**config.mk**
```make
export PLATFORM = sky130hd
export DESIGN_NAME = glue_ratio_fixed_point_setup
export DESIGN_NICKNAME = d
export VERILOG_FILES = /design/src/hw/rtl/grfps_pkg.sv /design/src/hw/rtl/grfps_div.sv /design/src/hw/rtl/glue_ratio_fixed_point_setup.sv
export SDC_FILE = /design/constraint.sdc
export NUM_CORES = 2
export LEC_CHECK = 0
export BUFFER_PORTS_ARGS = -buffer_cell sky130_fd_sc_hd__buf_2
export CAP_MARGIN = 20
export CELL_PAD_IN_SITES_DETAIL_PLACEMENT = 1
export CELL_PAD_IN_SITES_GLOBAL_PLACEMENT = 1
export CORE_MARGIN = 2
export CORE_UTILIZATION = 50
export CTS_BUF_LIST = sky130_fd_sc_hd__clkbuf_16
export CTS_CLUSTER_SIZE = 20
export DETAILED_ROUTE_END_ITERATION = 8
export HOLD_SLACK_MARGIN = 0.06
export MAX_ROUTING_LAYER = met4
export PLACE_DENSITY_LB_ADDON = 0.15
export SLEW_MARGIN = 15
export SYNTH_ARGS = -nofsm -noshare
export SYNTH_HDL_FRONTEND = slang
export SYNTH_SLANG_ARGS = --single-unit
```
**constraint.sdc**
```tcl
create_clock -name clock -period 12.7 [get_ports clock]
set_input_delay 2.54 -clock clock [delete_from_list [all_inputs] [get_ports clock]]
set_output_delay 2.54 -clock clock [all_outputs]
set_load 0.02 [all_outputs]
```
**src/hw/rtl/grfps_pkg.sv**
```systemverilog
package grfps_pkg;

   // Width of every input operand.
   localparam int unsigned OP_W = 31;
   // Width of a normalization count (0 to 30).
   localparam int unsigned CNT_W = 5;
   // Divisor width of the shared divider: at most the top 15 bits of s.
   localparam int unsigned DEN_W = 15;
   // Quotient bits the divider produces, one per cycle.
   localparam int unsigned QUOT_W = 17;
   // Number of halving steps in the normalizer (shifts of 16, 8, 4, 2, 1).
   localparam int unsigned NORM_STEPS = 5;
   // Upper bound on the downward quotient corrections.
   localparam int unsigned CORR_MAX = 8;
   // Count at which s is below 2^15 and the direct division applies.
   localparam logic [CNT_W-1:0] SMALL_SUM_CNT = 5'd16;

   typedef logic [OP_W-1:0]   operand_type;
   typedef logic [CNT_W-1:0]  count_type;
   typedef logic [DEN_W-1:0]  divisor_type;
   typedef logic [QUOT_W-1:0] quotient_type;

endpackage

```
**src/hw/rtl/grfps_div.sv**
```systemverilog
module grfps_div (
   input  logic                   clock,
   input  logic                   reset,
   input  logic                   start,
   input  grfps_pkg::operand_type dividend,
   input  grfps_pkg::divisor_type divisor,
   output logic                   done,
   output grfps_pkg::quotient_type quotient,
   output grfps_pkg::divisor_type remainder
);
   import grfps_pkg::*;

   // Restoring divider, one quotient bit per cycle. The caller guarantees that
   // the quotient fits in QUOT_W bits, so the upper dividend bits start below
   // the divisor.
   logic              busy_ff;
   logic              done_ff;
   logic [4:0]        step_ff;
   divisor_type       rem_ff;
   divisor_type       den_ff;
   quotient_type      lo_ff;
   logic [DEN_W:0]    trial;
   logic              take;

   assign trial = {rem_ff, lo_ff[QUOT_W-1]};
   assign take  = trial >= {1'b0, den_ff};

   always_ff @(posedge clock) begin
      if (reset) begin
         busy_ff <= 1'b0;
         done_ff <= 1'b0;
         step_ff <= '0;
      end else begin
         done_ff <= 1'b0;
         if (start) begin
            busy_ff <= 1'b1;
            step_ff <= '0;
            rem_ff  <= DEN_W'(dividend[OP_W-1:QUOT_W]);
            lo_ff   <= dividend[QUOT_W-1:0];
            den_ff  <= divisor;
         end else if (busy_ff) begin
            if (take) begin
               rem_ff <= DEN_W'(trial - {1'b0, den_ff});
            end else begin
               rem_ff <= trial[DEN_W-1:0];
            end
            lo_ff   <= {lo_ff[QUOT_W-2:0], take};
            step_ff <= step_ff + 5'd1;
            if (step_ff == 5'(QUOT_W - 1)) begin
               busy_ff <= 1'b0;
               done_ff <= 1'b1;
            end
         end
      end
   end

   assign done      = done_ff;
   assign quotient  = lo_ff;
   assign remainder = rem_ff;

endmodule

```
**src/hw/rtl/glue_ratio_fixed_point_setup.sv**
```systemverilog
// Glue ratio setup for fixed-point glue setting. Each request word carries a
// positive glue sum s, a target total t and the largest glue magnitude y; the
// response word gives the shift code a+16, the post shift b and the multiplier
// c, so that ((x >> a) * c) >> b approximates x*t/s, together with a flag that
// is raised when b would be negative and the glue would grow too large. An
// input of zero is taken as one. A word passes through normalization, which
// halves the shift at each step, then, unless the ratio is out of range,
// through the shared restoring divider, which yields one quotient bit per
// cycle, and for large sums through one multiply, one remainder step and up
// to eight correction steps. The block holds one word at a time and accepts
// a new request once it has handed its result to the response register,
// even while that response still waits.
module glue_ratio_fixed_point_setup (
   input  logic                   clock,
   input  logic                   reset,
   input  logic                   req_valid,
   output logic                   req_ready,
   input  grfps_pkg::operand_type req_glue_sum,
   input  grfps_pkg::operand_type req_target_total,
   input  grfps_pkg::operand_type req_max_magnitude,
   output logic                   rsp_valid,
   input  logic                   rsp_ready,
   output logic [4:0]             rsp_pre_shift_code,
   output logic [4:0]             rsp_post_shift,
   output logic [15:0]            rsp_multiplier,
   output logic                   rsp_excessive
);
   import grfps_pkg::*;

   typedef enum logic [3:0] {
      ST_IDLE,
      ST_NORM,
      ST_EXP,
      ST_SMALL,
      ST_DIVSTART,
      ST_DIV,
      ST_MUL,
      ST_REM,
      ST_ROUND_UP,
      ST_CORR,
      ST_FIN,
      ST_DONE
   } state_type;

   state_type          state_ff;
   logic [2:0]         step_ff;
   operand_type        s0_ff, sn_ff, tn_ff, yn_ff;
   count_type          ns_ff, nt_ff, ny_ff;
   logic               below_ff;
   logic               small_ff;
   logic [4:0]         l_ff;
   logic [4:0]         b_ff;
   logic [15:0]        c_ff;
   logic               excess_ff;
   operand_type        div_num_ff;
   divisor_type        div_den_ff;
   logic [17:0]        q_ff;
   divisor_type        rem_ff;
   logic [32:0]        prod_ff;
   logic signed [35:0] r_ff;
   logic [3:0]         cnt_ff;

   logic               rsp_valid_ff;
   logic [4:0]         rsp_pre_ff, rsp_post_ff;
   logic [15:0]        rsp_mult_ff;
   logic               rsp_exc_ff;

   logic               div_done;
   quotient_type       div_quot;
   divisor_type        div_rem;

   // One halving step of the normalizer: shift left by amt when the top amt
   // bits are all clear.
   function automatic operand_type norm_shift(input operand_type x, input logic [2:0] step);
      operand_type r;
      r = x;
      unique case (step)
         3'd0: if (x[30:15] == '0) r = {x[14:0], 16'd0};
         3'd1: if (x[30:23] == '0) r = {x[22:0], 8'd0};
         3'd2: if (x[30:27] == '0) r = {x[26:0], 4'd0};
         3'd3: if (x[30:29] == '0) r = {x[28:0], 2'd0};
         default: if (!x[30]) r = {x[29:0], 1'b0};
      endcase
      return r;
   endfunction

   function automatic count_type norm_count(input operand_type x, input logic [2:0] step,
                                            input count_type n);
      count_type r;
      r = n;
      unique case (step)
         3'd0: if (x[30:15] == '0) r = n + 5'd16;
         3'd1: if (x[30:23] == '0) r = n + 5'd8;
         3'd2: if (x[30:27] == '0) r = n + 5'd4;
         3'd3: if (x[30:29] == '0) r = n + 5'd2;
         default: if (!x[30]) r = n + 5'd1;
      endcase
      return r;
   endfunction

   // Exponent arithmetic. The post shift b is (15 or 14) - a - k + h with
   // a = 15 - ny, so the constant term is 0 when t < s and -1 otherwise.
   logic               below_in;
   logic signed [7:0]  b_calc;
   logic [4:0]         sh_small;
   logic [4:0]         l_calc;
   operand_type        num_small;
   logic signed [35:0] r_sum;
   logic               r_low;
   logic [17:0]        c_round;

   assign below_in = tn_ff < sn_ff;
   assign b_calc   = $signed({3'b000, ny_ff}) - $signed({3'b000, ns_ff})
                   + $signed({3'b000, nt_ff}) - (below_in ? 8'sd0 : 8'sd1);
   assign l_calc   = 5'd16 - ns_ff;

   // Direct path for small sums: ceil((t >> sh) / s) with sh = k - 15 or k - 14.
   assign sh_small  = ns_ff - (below_ff ? 5'd15 : 5'd14);
   assign num_small = (tn_ff >> sh_small) + s0_ff - 31'd1;

   // Remainder correction: step down while r + s stays at or below zero.
   assign r_sum = r_ff + $signed({5'b00000, s0_ff});
   assign r_low = r_sum[35] || (r_sum == '0);

   // Final rounding of the long-division quotient to the multiplier.
   assign c_round = below_ff ? ((q_ff + 18'd1) >> 1) : ((q_ff + 18'd3) >> 2);

   grfps_div u_div (
      .clock     (clock),
      .reset     (reset),
      .start     (state_ff == ST_DIVSTART),
      .dividend  (div_num_ff),
      .divisor   (div_den_ff),
      .done      (div_done),
      .quotient  (div_quot),
      .remainder (div_rem)
   );

   always_ff @(posedge clock) begin
      if (reset) begin
         state_ff     <= ST_IDLE;
         rsp_valid_ff <= 1'b0;
      end else begin
         // In the hand-over state the response register is refilled instead.
         if (rsp_valid_ff && rsp_ready && (state_ff != ST_DONE)) begin
            rsp_valid_ff <= 1'b0;
         end
         unique case (state_ff)
            ST_IDLE: begin
               if (req_valid) begin
                  // A zero operand behaves as one.
                  s0_ff   <= (req_glue_sum == '0) ? 31'd1 : req_glue_sum;
                  sn_ff   <= (req_glue_sum == '0) ? 31'd1 : req_glue_sum;
                  tn_ff   <= (req_target_total == '0) ? 31'd1 : req_target_total;
                  yn_ff   <= (req_max_magnitude == '0) ? 31'd1 : req_max_magnitude;
                  ns_ff   <= '0;
                  nt_ff   <= '0;
                  ny_ff   <= '0;
                  step_ff <= '0;
                  state_ff <= ST_NORM;
               end
            end
            ST_NORM: begin
               sn_ff <= norm_shift(sn_ff, step_ff);
               tn_ff <= norm_shift(tn_ff, step_ff);
               yn_ff <= norm_shift(yn_ff, step_ff);
               ns_ff <= norm_count(sn_ff, step_ff, ns_ff);
               nt_ff <= norm_count(tn_ff, step_ff, nt_ff);
               ny_ff <= norm_count(yn_ff, step_ff, ny_ff);
               step_ff <= step_ff + 3'd1;
               if (step_ff == 3'(NORM_STEPS - 1)) begin
                  state_ff <= ST_EXP;
               end
            end
            ST_EXP: begin
               below_ff  <= below_in;
               excess_ff <= 1'b0;
               l_ff      <= l_calc;
               if (b_calc < 8'sd0) begin
                  excess_ff <= 1'b1;
                  b_ff      <= '0;
                  c_ff      <= '0;
                  state_ff  <= ST_DONE;
               end else if (b_calc > 8'sd30) begin
                  b_ff     <= '0;
                  c_ff     <= '0;
                  state_ff <= ST_DONE;
               end else if (ns_ff >= SMALL_SUM_CNT) begin
                  b_ff     <= b_calc[4:0];
                  small_ff <= 1'b1;
                  state_ff <= ST_SMALL;
               end else begin
                  // Long division of t by the top 15 bits of s.
                  b_ff       <= b_calc[4:0];
                  small_ff   <= 1'b0;
                  div_num_ff <= tn_ff;
                  div_den_ff <= DEN_W'(s0_ff >> l_calc);
                  state_ff   <= ST_DIVSTART;
               end
            end
            ST_SMALL: begin
               div_num_ff <= num_small;
               div_den_ff <= s0_ff[DEN_W-1:0];
               state_ff   <= ST_DIVSTART;
            end
            ST_DIVSTART: begin
               state_ff <= ST_DIV;
            end
            ST_DIV: begin
               if (div_done) begin
                  if (small_ff) begin
                     c_ff     <= div_quot[15:0];
                     state_ff <= ST_DONE;
                  end else begin
                     q_ff     <= {1'b0, div_quot};
                     rem_ff   <= div_rem;
                     state_ff <= ST_MUL;
                  end
               end
            end
            ST_MUL: begin
               // The low l bits of s that the divisor left out, times q.
               prod_ff  <= {17'd0, 16'(s0_ff & ((31'd1 << l_ff) - 31'd1))}
                         * {16'd0, q_ff[QUOT_W-1:0]};
               state_ff <= ST_REM;
            end
            ST_REM: begin
               r_ff     <= $signed({5'b00000, 31'(rem_ff) << l_ff})
                         - $signed({3'b000, prod_ff});
               cnt_ff   <= '0;
               state_ff <= ST_ROUND_UP;
            end
            ST_ROUND_UP: begin
               if (r_ff > 36'sd0) begin
                  q_ff     <= q_ff + 18'd1;
                  state_ff <= ST_FIN;
               end else begin
                  state_ff <= ST_CORR;
               end
            end
            ST_CORR: begin
               if ((cnt_ff < 4'(CORR_MAX)) && r_low) begin
                  q_ff   <= q_ff - 18'd1;
                  r_ff   <= r_sum;
                  cnt_ff <= cnt_ff + 4'd1;
               end else begin
                  state_ff <= ST_FIN;
               end
            end
            ST_FIN: begin
               c_ff     <= c_round[15:0];
               state_ff <= ST_DONE;
            end
            ST_DONE: begin
               // Hand the word over once the response register is free.
               if (!rsp_valid_ff || rsp_ready) begin
                  rsp_valid_ff <= 1'b1;
                  rsp_pre_ff   <= 5'd31 - ny_ff;
                  rsp_post_ff  <= b_ff;
                  rsp_mult_ff  <= c_ff;
                  rsp_exc_ff   <= excess_ff;
                  state_ff     <= ST_IDLE;
               end
            end
            default: begin
               state_ff <= ST_IDLE;
            end
         endcase
      end
   end

   assign req_ready          = (state_ff == ST_IDLE);
   assign rsp_valid          = rsp_valid_ff;
   assign rsp_pre_shift_code = rsp_pre_ff;
   assign rsp_post_shift     = rsp_post_ff;
   assign rsp_multiplier     = rsp_mult_ff;
   assign rsp_excessive      = rsp_exc_ff;

endmodule

```
==> results.txt <==
outcome: finished clean
Post-Route WL: 147000 µm
Synth warnings: 0
port bufs: 125
gp weighted congestion: 0.963
Crit Path Max Fanout: 30
Mapped Area: 40500 µm²
die extent in x: 289 µm
CP required: 13.05 ns
Crit path largest cell delay: 0.67 ns
total CTS buffers: 52
Yosys top cell area share: 29.4%
# fillers: 9460
initial antenna violation count: 7
TritonCTS clock tree: yes
routed len/inst: 25.5 µm
fin nets: 5269
Skew-Pair Late Insertion Delay: 0.65 ns
slowest CP cell: and2_1
top post-synthesis cells by area: edfxtp_1 29%, fa_1 11%, ha_1 9.7%
H-tree level count: 2
most common cell after layout, fill and taps aside: nand2_1
number of routed nets with antenna violations: 0
setup TNS: 0 ns
drt drc: 0
Die H: 289 µm
startpoint types: flip-flop
CTS Root Cell: clkbuf_16
CTS max path bufs: 3
#FFs+latches synth: 409
starting density of the core: 50.4%
Synth cell types: 84
# IOs: 126
critical path class: reg -> reg
quantity of hold-fixing buffers added after cts: 0
first-pass iteration count of the detailed router: 6
Max-Slew Margin vs Limit: 25.0%
total congestion overflow: 0
final setup violating endpoints: 0
die area: 83300 µm²
dpl hpwl: 110000 µm
Slew Viols, Final: 0
EDFF count, synth: 397
CP dominant cell by count: fa_1
number of max-cap violations: 0
period utilisation layout: 76.9%
RSZ-0062 raised after global routing: no
fmax: 0.102 GHz
drt initial violations: 3430
Hold Violations, Final: 0
asr flop ratio synth: 0%
core area: 80300 µm²
critical path data arrival time: 10.11 ns
largest net degree at the start of global routing: 94
CTS sink cnt: 409
Avg Inst Size Synth: 8.65 µm²
slew at the pin closest to its max-slew limit: 1.12 ns
Seq/Total Area, Yosys: 30.0%
GRT Total Usage: 36.2%
Worst Setup End Kind: flip-flop
Area growth, synth to finish: 8.55%
vias per cell: 6.34
highest-count cells in the layout ignoring fill and taps: 627 x nand2_1, 505 x inv_1, 397 x edfxtp_1
Setup Skew: 0.0571 ns
min cycle time layout: 9.76 ns
vias in the first global route: 37400
Hold Crit Class: reg -> reg
fraction of layout cells with a size suffix above 1: 8.34%
Main synth FF type: edfxtp_1
Post-CTS Setup Inserts: 0
DR vias: 36500
first-pass GRT wire length: 225000 µm
row count: 104
Synth Instances: 4681
CTS resizes: 0
Synth area leader: edfxtp_1
CTS clk-pin slew, worst paths: 0.07 ns
syn_nets: 5306
state kept, by name (all words and copies together), names as in the netlist, 15 cells and up:
name             cells
r_ff                36
c_ff                16
yn_ff               31
rsp_multiplier      16
div_num_ff          31
u_div.remainder     15
prod_ff             33
rem_ff              15
div_den_ff          15
sn_ff               31
q_ff                18
u_div.den_ff        15
tn_ff               31
s0_ff               31
u_div.quotient      17
through the flow:
stage	instances	worst slack [ns]	cell area (µm²)	hold WS (ns)	utilization (%)
final	5753	2.94	44000	0.412	54.7
after global routing	5753	2.39	44000	0.428	54.7
after CTS	5746	3.06	43900	0.411	54.7
after detailed placement	5649	3.10	42100	0.405	52.4
after global placement	5649	3.49	42100	0.400	52.4
after floorplan	4681	3.41	40500	0.400	-
synthesized netlist by cell type (all sizes together) (47+ instances only):
| cell | n |
|---|---|
| xor2 | 50 |
| nor4 | 47 |
| clkbuf | 279 |
| o21ai | 307 |
| edfxtp | 397 |
| ha | 314 |
| fa | 214 |
| and3 | 48 |
| a22oi | 105 |
| inv | 502 |
| xnor2 | 113 |
| and2 | 96 |
| a21oi | 368 |
| nor2 | 342 |
| a21o | 73 |
| nor3 | 79 |
| nand2 | 629 |
| mux2i | 70 |
| nand3 | 57 |
routing by layer:
| metal | part of all wire [%] | up-vias | track usage (%) | wire, µm |
|---|---|---|---|---|
| met2 | 48 | 1438 | 59.2 | 70100 |
| met1 | 41 | 18300 | 45.4 | 59900 |
| li1 | - | 16300 | - | - |
| met4 | 4.8 | 0 | 15.0 | 6970 |
| met3 | 6.6 | 384 | 4.80 | 9690 |
| met5 | 0 | - | - | 0 |
critical path: cells and delay by family, from the launching register on:
| family | cells | cell delay, ns |
|---|---|---|
| XOR/XNOR | 1 | 0.11 |
| AO/OA/AOI/OAI | 8 | 2.20 |
| flip-flops | 1 | 0.36 |
| AND/OR/NAND/NOR | 8 | 2.58 |
| adder cells (fa/ha/maj) | 8 | 3.74 |
| buffers and inverters | 4 | 0.40 |
| multiplexers | 1 | 0.13 |
final cells by class:
type                    count  area, µm²  area share [%]
repair buffers            213       1290            2.94
multi-input cells        3463      25400            57.8
clock buffers              52       1300            2.96
diodes                      6       15.0          0.0342
flip-flops and latches    409      12200            27.7
clock inverters            45        547            1.24
well taps                1060       1330            3.02
inverters                 505       1900            4.31
final timing paths:
check                     start              end  slack [ns]  cells after the start
setup reg to reg        l_ff[3]      prod_ff[31]        2.94                     30
hold / removal    div_den_ff[4]  u_div.den_ff[4]        0.41                      0
setup / recovery        l_ff[3]      prod_ff[31]        2.94                     30
hold reg to reg   div_den_ff[4]  u_div.den_ff[4]        0.41                      0
cell families (layout without fill, tap and decap cells):
logic type / Yosys count / after routing / share of synthesized area (%)
xor gates and xnor gates: 163 / 163 / 3.53
muxes: 117 / 117 / 3.87
and+or+nand+nor: 1449 / 1449 / 16.2
adders and majority gates: 528 / 528 / 20.3
buffers and inverters: 809 / 815 / 7.54
AOI/OAI and AO/OA: 1206 / 1206 / 18.6
other: 0 / 6 / 0
DFF: 409 / 409 / 30.0
Power is left out: the tool's default activity adds up to more than one toggle a clock period on the data nets, which glitch-free logic cannot reach.
